`config.mk`:
```
export PLATFORM = sky130hd
export DESIGN_NAME = q4_block_and_half_float_widener_top
export DESIGN_NICKNAME = d
export VERILOG_FILES = /design/src/hw/rtl/q4hw_pkg.sv /design/src/hw/rtl/q4_block_and_half_float_widener_top.sv /design/src/hw/rtl/q4hw_widen.sv /design/src/hw/rtl/q4hw_ctrl.sv
export SDC_FILE = /design/constraint.sdc
export NUM_CORES = 1
export LEC_CHECK = 0
export BUFFER_PORTS_ARGS = -buffer_cell sky130_fd_sc_hd__buf_2
export CAP_MARGIN = 20
export CORE_AREA = 3 3 87 89
export DETAILED_ROUTE_END_ITERATION = 16
export DIE_AREA = 0 0 90 92
export PLACE_DENSITY_LB_ADDON = 0.15
export SYNTH_ARGS = -nofsm -noshare
export SYNTH_HDL_FRONTEND = slang
export SYNTH_SLANG_ARGS = --single-unit
```
`constraint.sdc`:
```
create_clock -name clk -period 4 [get_ports clk]
set_clock_uncertainty 0.15 [all_clocks]
set_input_delay 0.6 -clock clk [delete_from_list [all_inputs] [get_ports clk]]
set_output_delay 0.6 -clock clk [all_outputs]
set_load 0.005 [all_outputs]
```
`src/hw/rtl/q4hw_pkg.sv`:
```
// ----------------------------------------------------------------------------
// q4hw_pkg
// Shared types and constants for the quantized block and fp16 widener.
// ----------------------------------------------------------------------------
package q4hw_pkg;

  // Width of the byte position counter within a block or pair.
  localparam int POS_W = 5;

  // Default count of nibble bytes that follow the scale in one block.
  localparam int NIBBLE_BYTES_DEF = 16;

  // Configuration register map.
  localparam int CFG_ADDR_W = 2;
  localparam logic [CFG_ADDR_W-1:0] ADDR_FORMAT_MODE = 2'd0;

  // Values of format_mode.
  localparam logic MODE_BLOCK = 1'b0;
  localparam logic MODE_ARRAY = 1'b1;

  // Values of item_kind.
  localparam logic KIND_WORD   = 1'b0;
  localparam logic KIND_NIBBLE = 1'b1;

  // Half to single precision exponent handling.
  localparam logic [7:0]  EXP_REBIAS    = 8'd112;
  localparam logic [4:0]  HALF_EXP_MAX  = 5'h1F;
  localparam logic [31:0] SINGLE_EXP_ONES = 32'h7F80_0000;

  // Decision of the position tracker for the byte in flight.
  typedef struct packed {
    logic emit;   // the byte produces a result
    logic kind;   // KIND_WORD or KIND_NIBBLE
    logic last;   // result closes a block or pair
  } res_t;

endpackage

```
`src/hw/rtl/q4_block_and_half_float_widener_top.sv`:
```
// ----------------------------------------------------------------------------
// q4_block_and_half_float_widener_top
// Widens fp16 scales and arrays in a weight byte stream to fp32 words.
// ----------------------------------------------------------------------------
//  Channel  Direction  Payload
//  in_      slave      tdata = data_byte[7:0], tuser = tensor_start
//  out_     master     tdata = item_value[31:0], tuser = item_kind, tlast = block_end
//  cfg_     APB        register 0 at address 0: format_mode (bit 0)
//
//  One byte is accepted per cycle while no out_tready stall holds the stages;
//  a byte's result, if it has one, goes from the input register to the result register.
//  The rate is set by the input register and the result register, with the
//  fp16 conversion and position logic combinational between them.
//  Reset is synchronous and clears the byte position, the held byte and mode.
//  A stall on out_tready holds both stages; in_tready drops once the input register holds a byte.
// ----------------------------------------------------------------------------
module q4_block_and_half_float_widener_top
  import q4hw_pkg::*;
#(
  parameter int NIBBLE_BYTES = NIBBLE_BYTES_DEF
) (
  input  logic                  clk,
  input  logic                  rst_n,
  // Input stream.
  input  logic                  in_tvalid,
  output logic                  in_tready,
  input  logic [7:0]            in_tdata,   // [7:0] data_byte
  input  logic                  in_tuser,   // [0] tensor_start
  // Result stream.
  output logic                  out_tvalid,
  input  logic                  out_tready,
  output logic [31:0]           out_tdata,  // [31:0] item_value
  output logic                  out_tuser,  // [0] item_kind
  output logic                  out_tlast,
  // Configuration port.
  input  logic                  cfg_psel,
  input  logic                  cfg_penable,
  input  logic                  cfg_pwrite,
  input  logic [CFG_ADDR_W-1:0] cfg_paddr,
  input  logic [31:0]           cfg_pwdata,
  output logic [31:0]           cfg_prdata,
  output logic                  cfg_pready
);

  logic        mode_r;
  logic        s1_valid_r;
  logic [7:0]  s1_byte_r;
  logic        s1_start_r;
  logic        out_valid_r;
  logic        out_kind_r;
  logic        out_last_r;
  logic [31:0] out_value_r;
  logic [31:0] out_value_nxt;
  logic        out_free;
  logic        s1_adv;
  logic        in_fire;
  res_t        res;
  logic [7:0]  held_low_byte;
  logic [31:0] widened;

  // Configuration register.
  assign cfg_pready = 1'b1;
  assign cfg_prdata = (cfg_paddr == ADDR_FORMAT_MODE) ? {31'd0, mode_r} : 32'd0;

  always_ff @(posedge clk) begin
    if (!rst_n) begin
      mode_r <= MODE_BLOCK;
    end else if (cfg_psel && cfg_penable && cfg_pwrite && cfg_pready &&
                 cfg_paddr == ADDR_FORMAT_MODE) begin
      mode_r <= cfg_pwdata[0];
    end
  end

  // Handshake: the input stage moves whenever the result register can take.
  assign out_free  = !out_valid_r || out_tready;
  assign s1_adv    = s1_valid_r && out_free;
  assign in_tready = !s1_valid_r || out_free;
  assign in_fire   = in_tvalid && in_tready;

  always_ff @(posedge clk) begin
    if (!rst_n) begin
      s1_valid_r <= 1'b0;
    end else if (in_tready) begin
      s1_valid_r <= in_tvalid;
    end
  end

  always_ff @(posedge clk) begin
    if (in_fire) begin
      s1_byte_r  <= in_tdata;
      s1_start_r <= in_tuser;
    end
  end

  q4hw_ctrl #(
    .NIBBLE_BYTES(NIBBLE_BYTES)
  ) u_ctrl (
    .clk          (clk),
    .rst_n        (rst_n),
    .fire         (s1_adv),
    .mode         (mode_r),
    .data_byte    (s1_byte_r),
    .tensor_start (s1_start_r),
    .res          (res),
    .held_low_byte(held_low_byte)
  );

  q4hw_widen u_widen (
    .half_in   ({s1_byte_r, held_low_byte}),
    .single_out(widened)
  );

  assign out_value_nxt = (res.kind == KIND_NIBBLE) ? {24'd0, s1_byte_r} : widened;

  always_ff @(posedge clk) begin
    if (!rst_n) begin
      out_valid_r <= 1'b0;
    end else if (out_free) begin
      out_valid_r <= s1_adv && res.emit;
    end
  end

  always_ff @(posedge clk) begin
    if (out_free && s1_adv && res.emit) begin
      out_value_r <= out_value_nxt;
      out_kind_r  <= res.kind;
      out_last_r  <= res.last;
    end
  end

  assign out_tvalid = out_valid_r;
  assign out_tdata  = out_value_r;
  assign out_tuser  = out_kind_r;
  assign out_tlast  = out_last_r;

  // A byte waiting in the input register stays put while the output stalls.
  a_s1_hold : assert property (@(posedge clk) disable iff (!rst_n)
    s1_valid_r && !out_free |=> s1_valid_r && $stable(s1_byte_r) && $stable(s1_start_r))
    else $error("input stage changed during an output stall");

  // Passed nibble bytes carry nothing above bit 7.
  a_nibble_zero : assert property (@(posedge clk) disable iff (!rst_n)
    out_valid_r && out_kind_r == KIND_NIBBLE |-> out_value_r[31:8] == 24'd0)
    else $error("nibble byte result has upper bits set");

  // A widened word with a zero exponent must be a signed zero.
  a_no_denorm : assert property (@(posedge clk) disable iff (!rst_n)
    out_valid_r && out_kind_r == KIND_WORD && out_value_r[30:23] == 8'd0
      |-> out_value_r[22:0] == 23'd0)
    else $error("widened word is denormal");

endmodule

```
`src/hw/rtl/q4hw_widen.sv`:
```
// ----------------------------------------------------------------------------
// q4hw_widen
// Combinational conversion of an IEEE half-precision value to single precision.
// ----------------------------------------------------------------------------
module q4hw_widen
  import q4hw_pkg::*;
(
  input  logic [15:0] half_in,
  output logic [31:0] single_out
);

  logic        sign;
  logic [4:0]  expo;
  logic [9:0]  mant;
  logic [3:0]  lead;
  logic [3:0]  shift;
  logic [19:0] mant_wide;
  logic [7:0]  sub_exp;

  assign sign = half_in[15];
  assign expo = half_in[14:10];
  assign mant = half_in[9:0];

  // Position of the leading one of a subnormal mantissa.
  always_comb begin
    lead = 4'd0;
    for (int i = 0; i < 10; i++) begin
      if (mant[i]) begin
        lead = 4'(i);
      end
    end
  end

  // The leading one moves to the hidden bit position and is dropped.
  assign shift     = 4'd10 - lead;
  assign mant_wide = {10'd0, mant} << shift;
  assign sub_exp   = EXP_REBIAS + 8'd1 - {4'd0, shift};

  always_comb begin
    if (expo == 5'd0) begin
      if (mant == 10'd0) begin
        single_out = {sign, 31'd0};
      end else begin
        single_out = {sign, sub_exp, mant_wide[9:0], 13'd0};
      end
    end else if (expo == HALF_EXP_MAX) begin
      single_out = {sign, 31'd0} | SINGLE_EXP_ONES | {9'd0, mant, 13'd0};
    end else begin
      single_out = {sign, {3'd0, expo} + EXP_REBIAS, mant, 13'd0};
    end
  end

endmodule

```
`src/hw/rtl/q4hw_ctrl.sv`:
```
// ----------------------------------------------------------------------------
// q4hw_ctrl
// Byte position tracker: holds the low scale byte and classifies each byte.
// ----------------------------------------------------------------------------
module q4hw_ctrl
  import q4hw_pkg::*;
#(
  parameter int NIBBLE_BYTES = NIBBLE_BYTES_DEF
) (
  input  logic       clk,
  input  logic       rst_n,
  input  logic       fire,
  input  logic       mode,
  input  logic [7:0] data_byte,
  input  logic       tensor_start,
  output res_t       res,
  output logic [7:0] held_low_byte
);

  localparam logic [POS_W:0] BLOCK_LEN = (POS_W+1)'(NIBBLE_BYTES + 2);

  logic [POS_W-1:0] pos_r, pos_nxt;
  logic [7:0]       held_r, held_nxt;
  logic [POS_W-1:0] pos;
  logic [POS_W:0]   pos_inc;

  always_comb begin
    pos      = tensor_start ? '0 : pos_r;
    pos_nxt  = pos_r;
    held_nxt = held_r;
    pos_inc  = '0;
    res      = '{emit: 1'b0, kind: KIND_WORD, last: 1'b0};
    if (mode == MODE_ARRAY) begin
      if (pos == '0) begin
        held_nxt = data_byte;
        pos_nxt  = POS_W'(1);
      end else begin
        res     = '{emit: 1'b1, kind: KIND_WORD, last: 1'b1};
        pos_nxt = '0;
      end
    end else begin
      // A position at or past the block end restarts the block.
      if ({1'b0, pos} >= BLOCK_LEN) begin
        pos = '0;
      end
      if (pos == '0) begin
        held_nxt = data_byte;
        pos_nxt  = POS_W'(1);
      end else if (pos == POS_W'(1)) begin
        res     = '{emit: 1'b1, kind: KIND_WORD, last: 1'b0};
        pos_nxt = POS_W'(2);
      end else begin
        res.emit = 1'b1;
        res.kind = KIND_NIBBLE;
        pos_inc  = {1'b0, pos} + (POS_W+1)'(1);
        if (pos_inc >= BLOCK_LEN) begin
          res.last = 1'b1;
          pos_nxt  = '0;
        end else begin
          pos_nxt  = pos_inc[POS_W-1:0];
        end
      end
    end
  end

  always_ff @(posedge clk) begin
    if (!rst_n) begin
      pos_r  <= '0;
      held_r <= '0;
    end else if (fire) begin
      pos_r  <= pos_nxt;
      held_r <= held_nxt;
    end
  end

  assign held_low_byte = held_r;

endmodule

```
==> flow_summary.json <==
{
  "ys.flop_type": "edfxtp_1",
  "final_cell_mix": "buf_2 (50), conb_1 (37), edfxtp_1 (37)",
  "finalWeightedCongestion": 0.902,
  "vias_per_cell": 5.27,
  "maxCapViolCount": 0,
  "unique_cell_type_count_in_the_yosys_netlist": 73,
  "die_height_microns": 92,
  "critical_path.endpoint_type": "flop",
  "clk_transition_reported_paths_ns": 0.10,
  "holdCritStartpoint": "in_tuser",
  "placement.io_buffers": 50,
  "cts_sinks": 53,
  "max_freq_mhz": 285,
  "layout_commonest_cell": "buf_2",
  "final.min_clock_period_ns": 3.50,
  "crit_path_cell_trace": "nor2b_1 -> nor3_1 -> and2_1 -> inv_2 -> ha_1 -> xor2_2 -> inv_2 -> ha_1 -> or3_1 -> a31oi_1",
  "post_route_cells_drive_above_1_share": 0.200,
  "num-nets-final": 466,
  "wl_per_cell_microns": 14.3,
  "globalRouteTotalUtil": 0.173,
  "globalRoute.totalOverflow": 0,
  "timing.final.max_slew_violations": 0,
  "power_density_mw_per_mm2": 303,
  "rsz_0062_raised_after_global_routing": "false",
  "synth_sequential_area_ratio": 0.414,
  "growth_of_design_area_from_synthesis_to_finish_pct": 6.44,
  "timing_worst_setup_path_type": "flop to flop",
  "power_leakage_uw": 0.00146,
  "dieWidth_microns": 90,
  "timing.max_slew.rel_slack": 0.597,
  "fillers": 661,
  "cts_resized": 0,
  "setup_viol": 0,
  "antenna_left": 0,
  "syn-mean-instance-area_sq_um": 9.32,
  "finalWirelength_microns": 7260,
  "grt_max_degree": 29,
  "synth_edf_count": 37,
  "number_of_antenna_violations_at_the_first_check_in_global_routing": 0,
  "worst_r2r_path_depth": 10,
  "synthTopCellsByArea": "edfxtp_1 (32%), buf_4 (9.8%), dfxtp_1 (9.3%)",
  "critical_path_peak_fanout": 14,
  "deepest_clock_path_buffer_count": 2,
  "post-route-period-util": 0.876,
  "area_leader_netlist": "edfxtp_1",
  "via_count_of_the_first_global_routing_pass": 2390,
  "clock-root-buffer": "clkbuf_8",
  "ctsHtreeMaxLevel": 2,
  "cts_made_buffers": 5,
  "route.vias.total": 2674,
  "slew_at_the_pin_closest_to_its_max_slew_limit_ns": 0.599,
  "synth-seq-cells": 53,
  "hold_path.class": "input pin to flop",
  "postCtsHoldBufs": 0,
  "starting_density_of_the_core": 0.506,
  "largest_voltage_drop_on_the_vdd_net_mv": 0.154,
  "final.setup.tns_ns": 0,
  "drt-pass1-iter-count": 4,
  "hold-path-cell-count": 1,
  "post-route-util": 0.539,
  "core_region_area_sq_mm": 0.00683,
  "worst-endpoint-required_ns": 3.99,
  "arrival_time_at_the_worst_endpoint_ns": 3.50,
  "synth_async_sr_flop_share": 0,
  "remaining_drc_errors": 0,
  "fp-row-count": 30,
  "postLayoutCellArea_sq_mm": 0.00368,
  "synthesis.yosys.warnings": 0,
  "dp_hpwl_microns": 5320,
  "timing.critical_path.slowest_stage_cell": "edfxtp_1",
  "ioPinCount": 119,
  "detail_route.iter0.violations": 198,
  "post-cts-setup-buffers": 0,
  "beginning_of_the_worst_register_to_register_path": "s1_byte_r[0]",
  "floorplan.die_area_sq_mm": 0.00828,
  "crit_path_start_kind": "flop",
  "clock_tree_from_tritoncts": "done",
  "grt_pass1_wl_microns": 11700,
  "syn_std_cell_area_sq_mm": 0.00346,
  "yosysTopAreaCellShare": 0.321,
  "final_hold_viol_count": 0,
  "critical_path.startpoint": "s1_byte_r[0]",
  "post_synthesis_cells": 371,
  "run_status": "finished clean",
  "clock_insertion_delay_worst_skew_ns": 0.30,
  "placedInstanceArea_sq_mm": 0.00359,
  "critical_path.max_stage_delay_ns": 0.69,
  "insertedDiodeCount": 0
}
per-stage QoR:
step                      power [uW]  hold slack (ns)  setup WS [ns]  std cells
final                           1120            0.312          0.496        507
after global routing            1170            0.291          0.244        507
after CTS                       1120            0.301          0.515        507
after detailed placement         822            0.335          0.540        499
after global placement           821            0.333          0.568        499
after floorplan                  803            0.311          0.507        406
cell families (layout without fill, tap and decap cells):
logic type	Yosys count	after routing	synth area share
and+or+nand+nor	130	130	0.204
adders and majority gates	6	6	0.0217
other	2	37	0.00217
muxes	4	4	0.0116
DFF	53	53	0.414
AOI/OAI and AO/OA	99	99	0.201
buffers and inverters	74	79	0.136
xor gates and xnor gates	3	3	0.00977
worst max-delay path: cells and delay by family (launching register included):
kind / cells / cell delay (ns)
and+or+nand+nor: 4 / 1.09
DFF: 1 / 0.69
adders and majority gates: 2 / 0.56
xor gates and xnor gates: 1 / 0.39
buffers and inverters: 2 / 0.26
AOI/OAI and AO/OA: 1 / 0.19
flip-flops by register name (all words and copies together), names as in the netlist, 5 cells and up:
register and cells:
out_tdata 26, s1_byte_r 8, u_ctrl.held_low_byte 8, u_ctrl.pos_r 5
worst paths after layout:
path	endpoint	slack (ns)
worst max register to register	out_tdata[26]	0.50
worst max-delay path	out_tdata[26]	0.50
worst min register to register	u_ctrl.pos_r[1]	0.35
worst min-delay path	s1_start_r	0.31
Yosys cell counts, types with 3 or more instances:
library cell	n
buf_4	45
edfxtp_1	37
nand2_1	36
nor2_1	25
a21oi_1	19
dfxtp_1	16
o21ai_0	14
and2_1	12
inv_1	12
a21boi_1	10
nand3_1	9
nor2b_1	7
o21ai_1	7
or3_1	7
buf_2	6
ha_1	6
clkbuf_1	5
nand2b_1	5
a22oi_1	4
a31oi_1	4
mux2i_1	4
nor3_1	4
a211o_1	3
nor4_1	3
o21a_1	3
o21bai_1	3
layout make-up:
| class | count | area (sq um) | area share |
|---|---|---|---|
| Inverter | 15 | 56.3 | 0.0153 |
| Multi-Input combinational cell | 279 | 1690 | 0.459 |
| Sequential cell | 53 | 1430 | 0.389 |
| Tap cell | 96 | 120 | 0.0326 |
| Clock buffer | 6 | 72.6 | 0.0197 |
| Timing Repair Buffer | 56 | 295 | 0.0802 |
| Clock inverter | 2 | 13.8 | 0.00374 |
layer usage:
layer  wire length (microns)  GRT usage  share of wire  up-vias
met5                       0          0              0        -
met2                    3560      0.292           0.49       83
met4                     102     0.0561          0.014        0
li1                        -          -              -     1331
met3                     393     0.0328          0.054        8
met1                    3200      0.223           0.44     1252
power by group:
part	total [uW]	switching [uW]	internal (uW)
Clock	304	179	125
Sequential	622	19.9	602
Combinational	190	119	71.5
No activity file was read; power rests on OpenSTA's default activity.
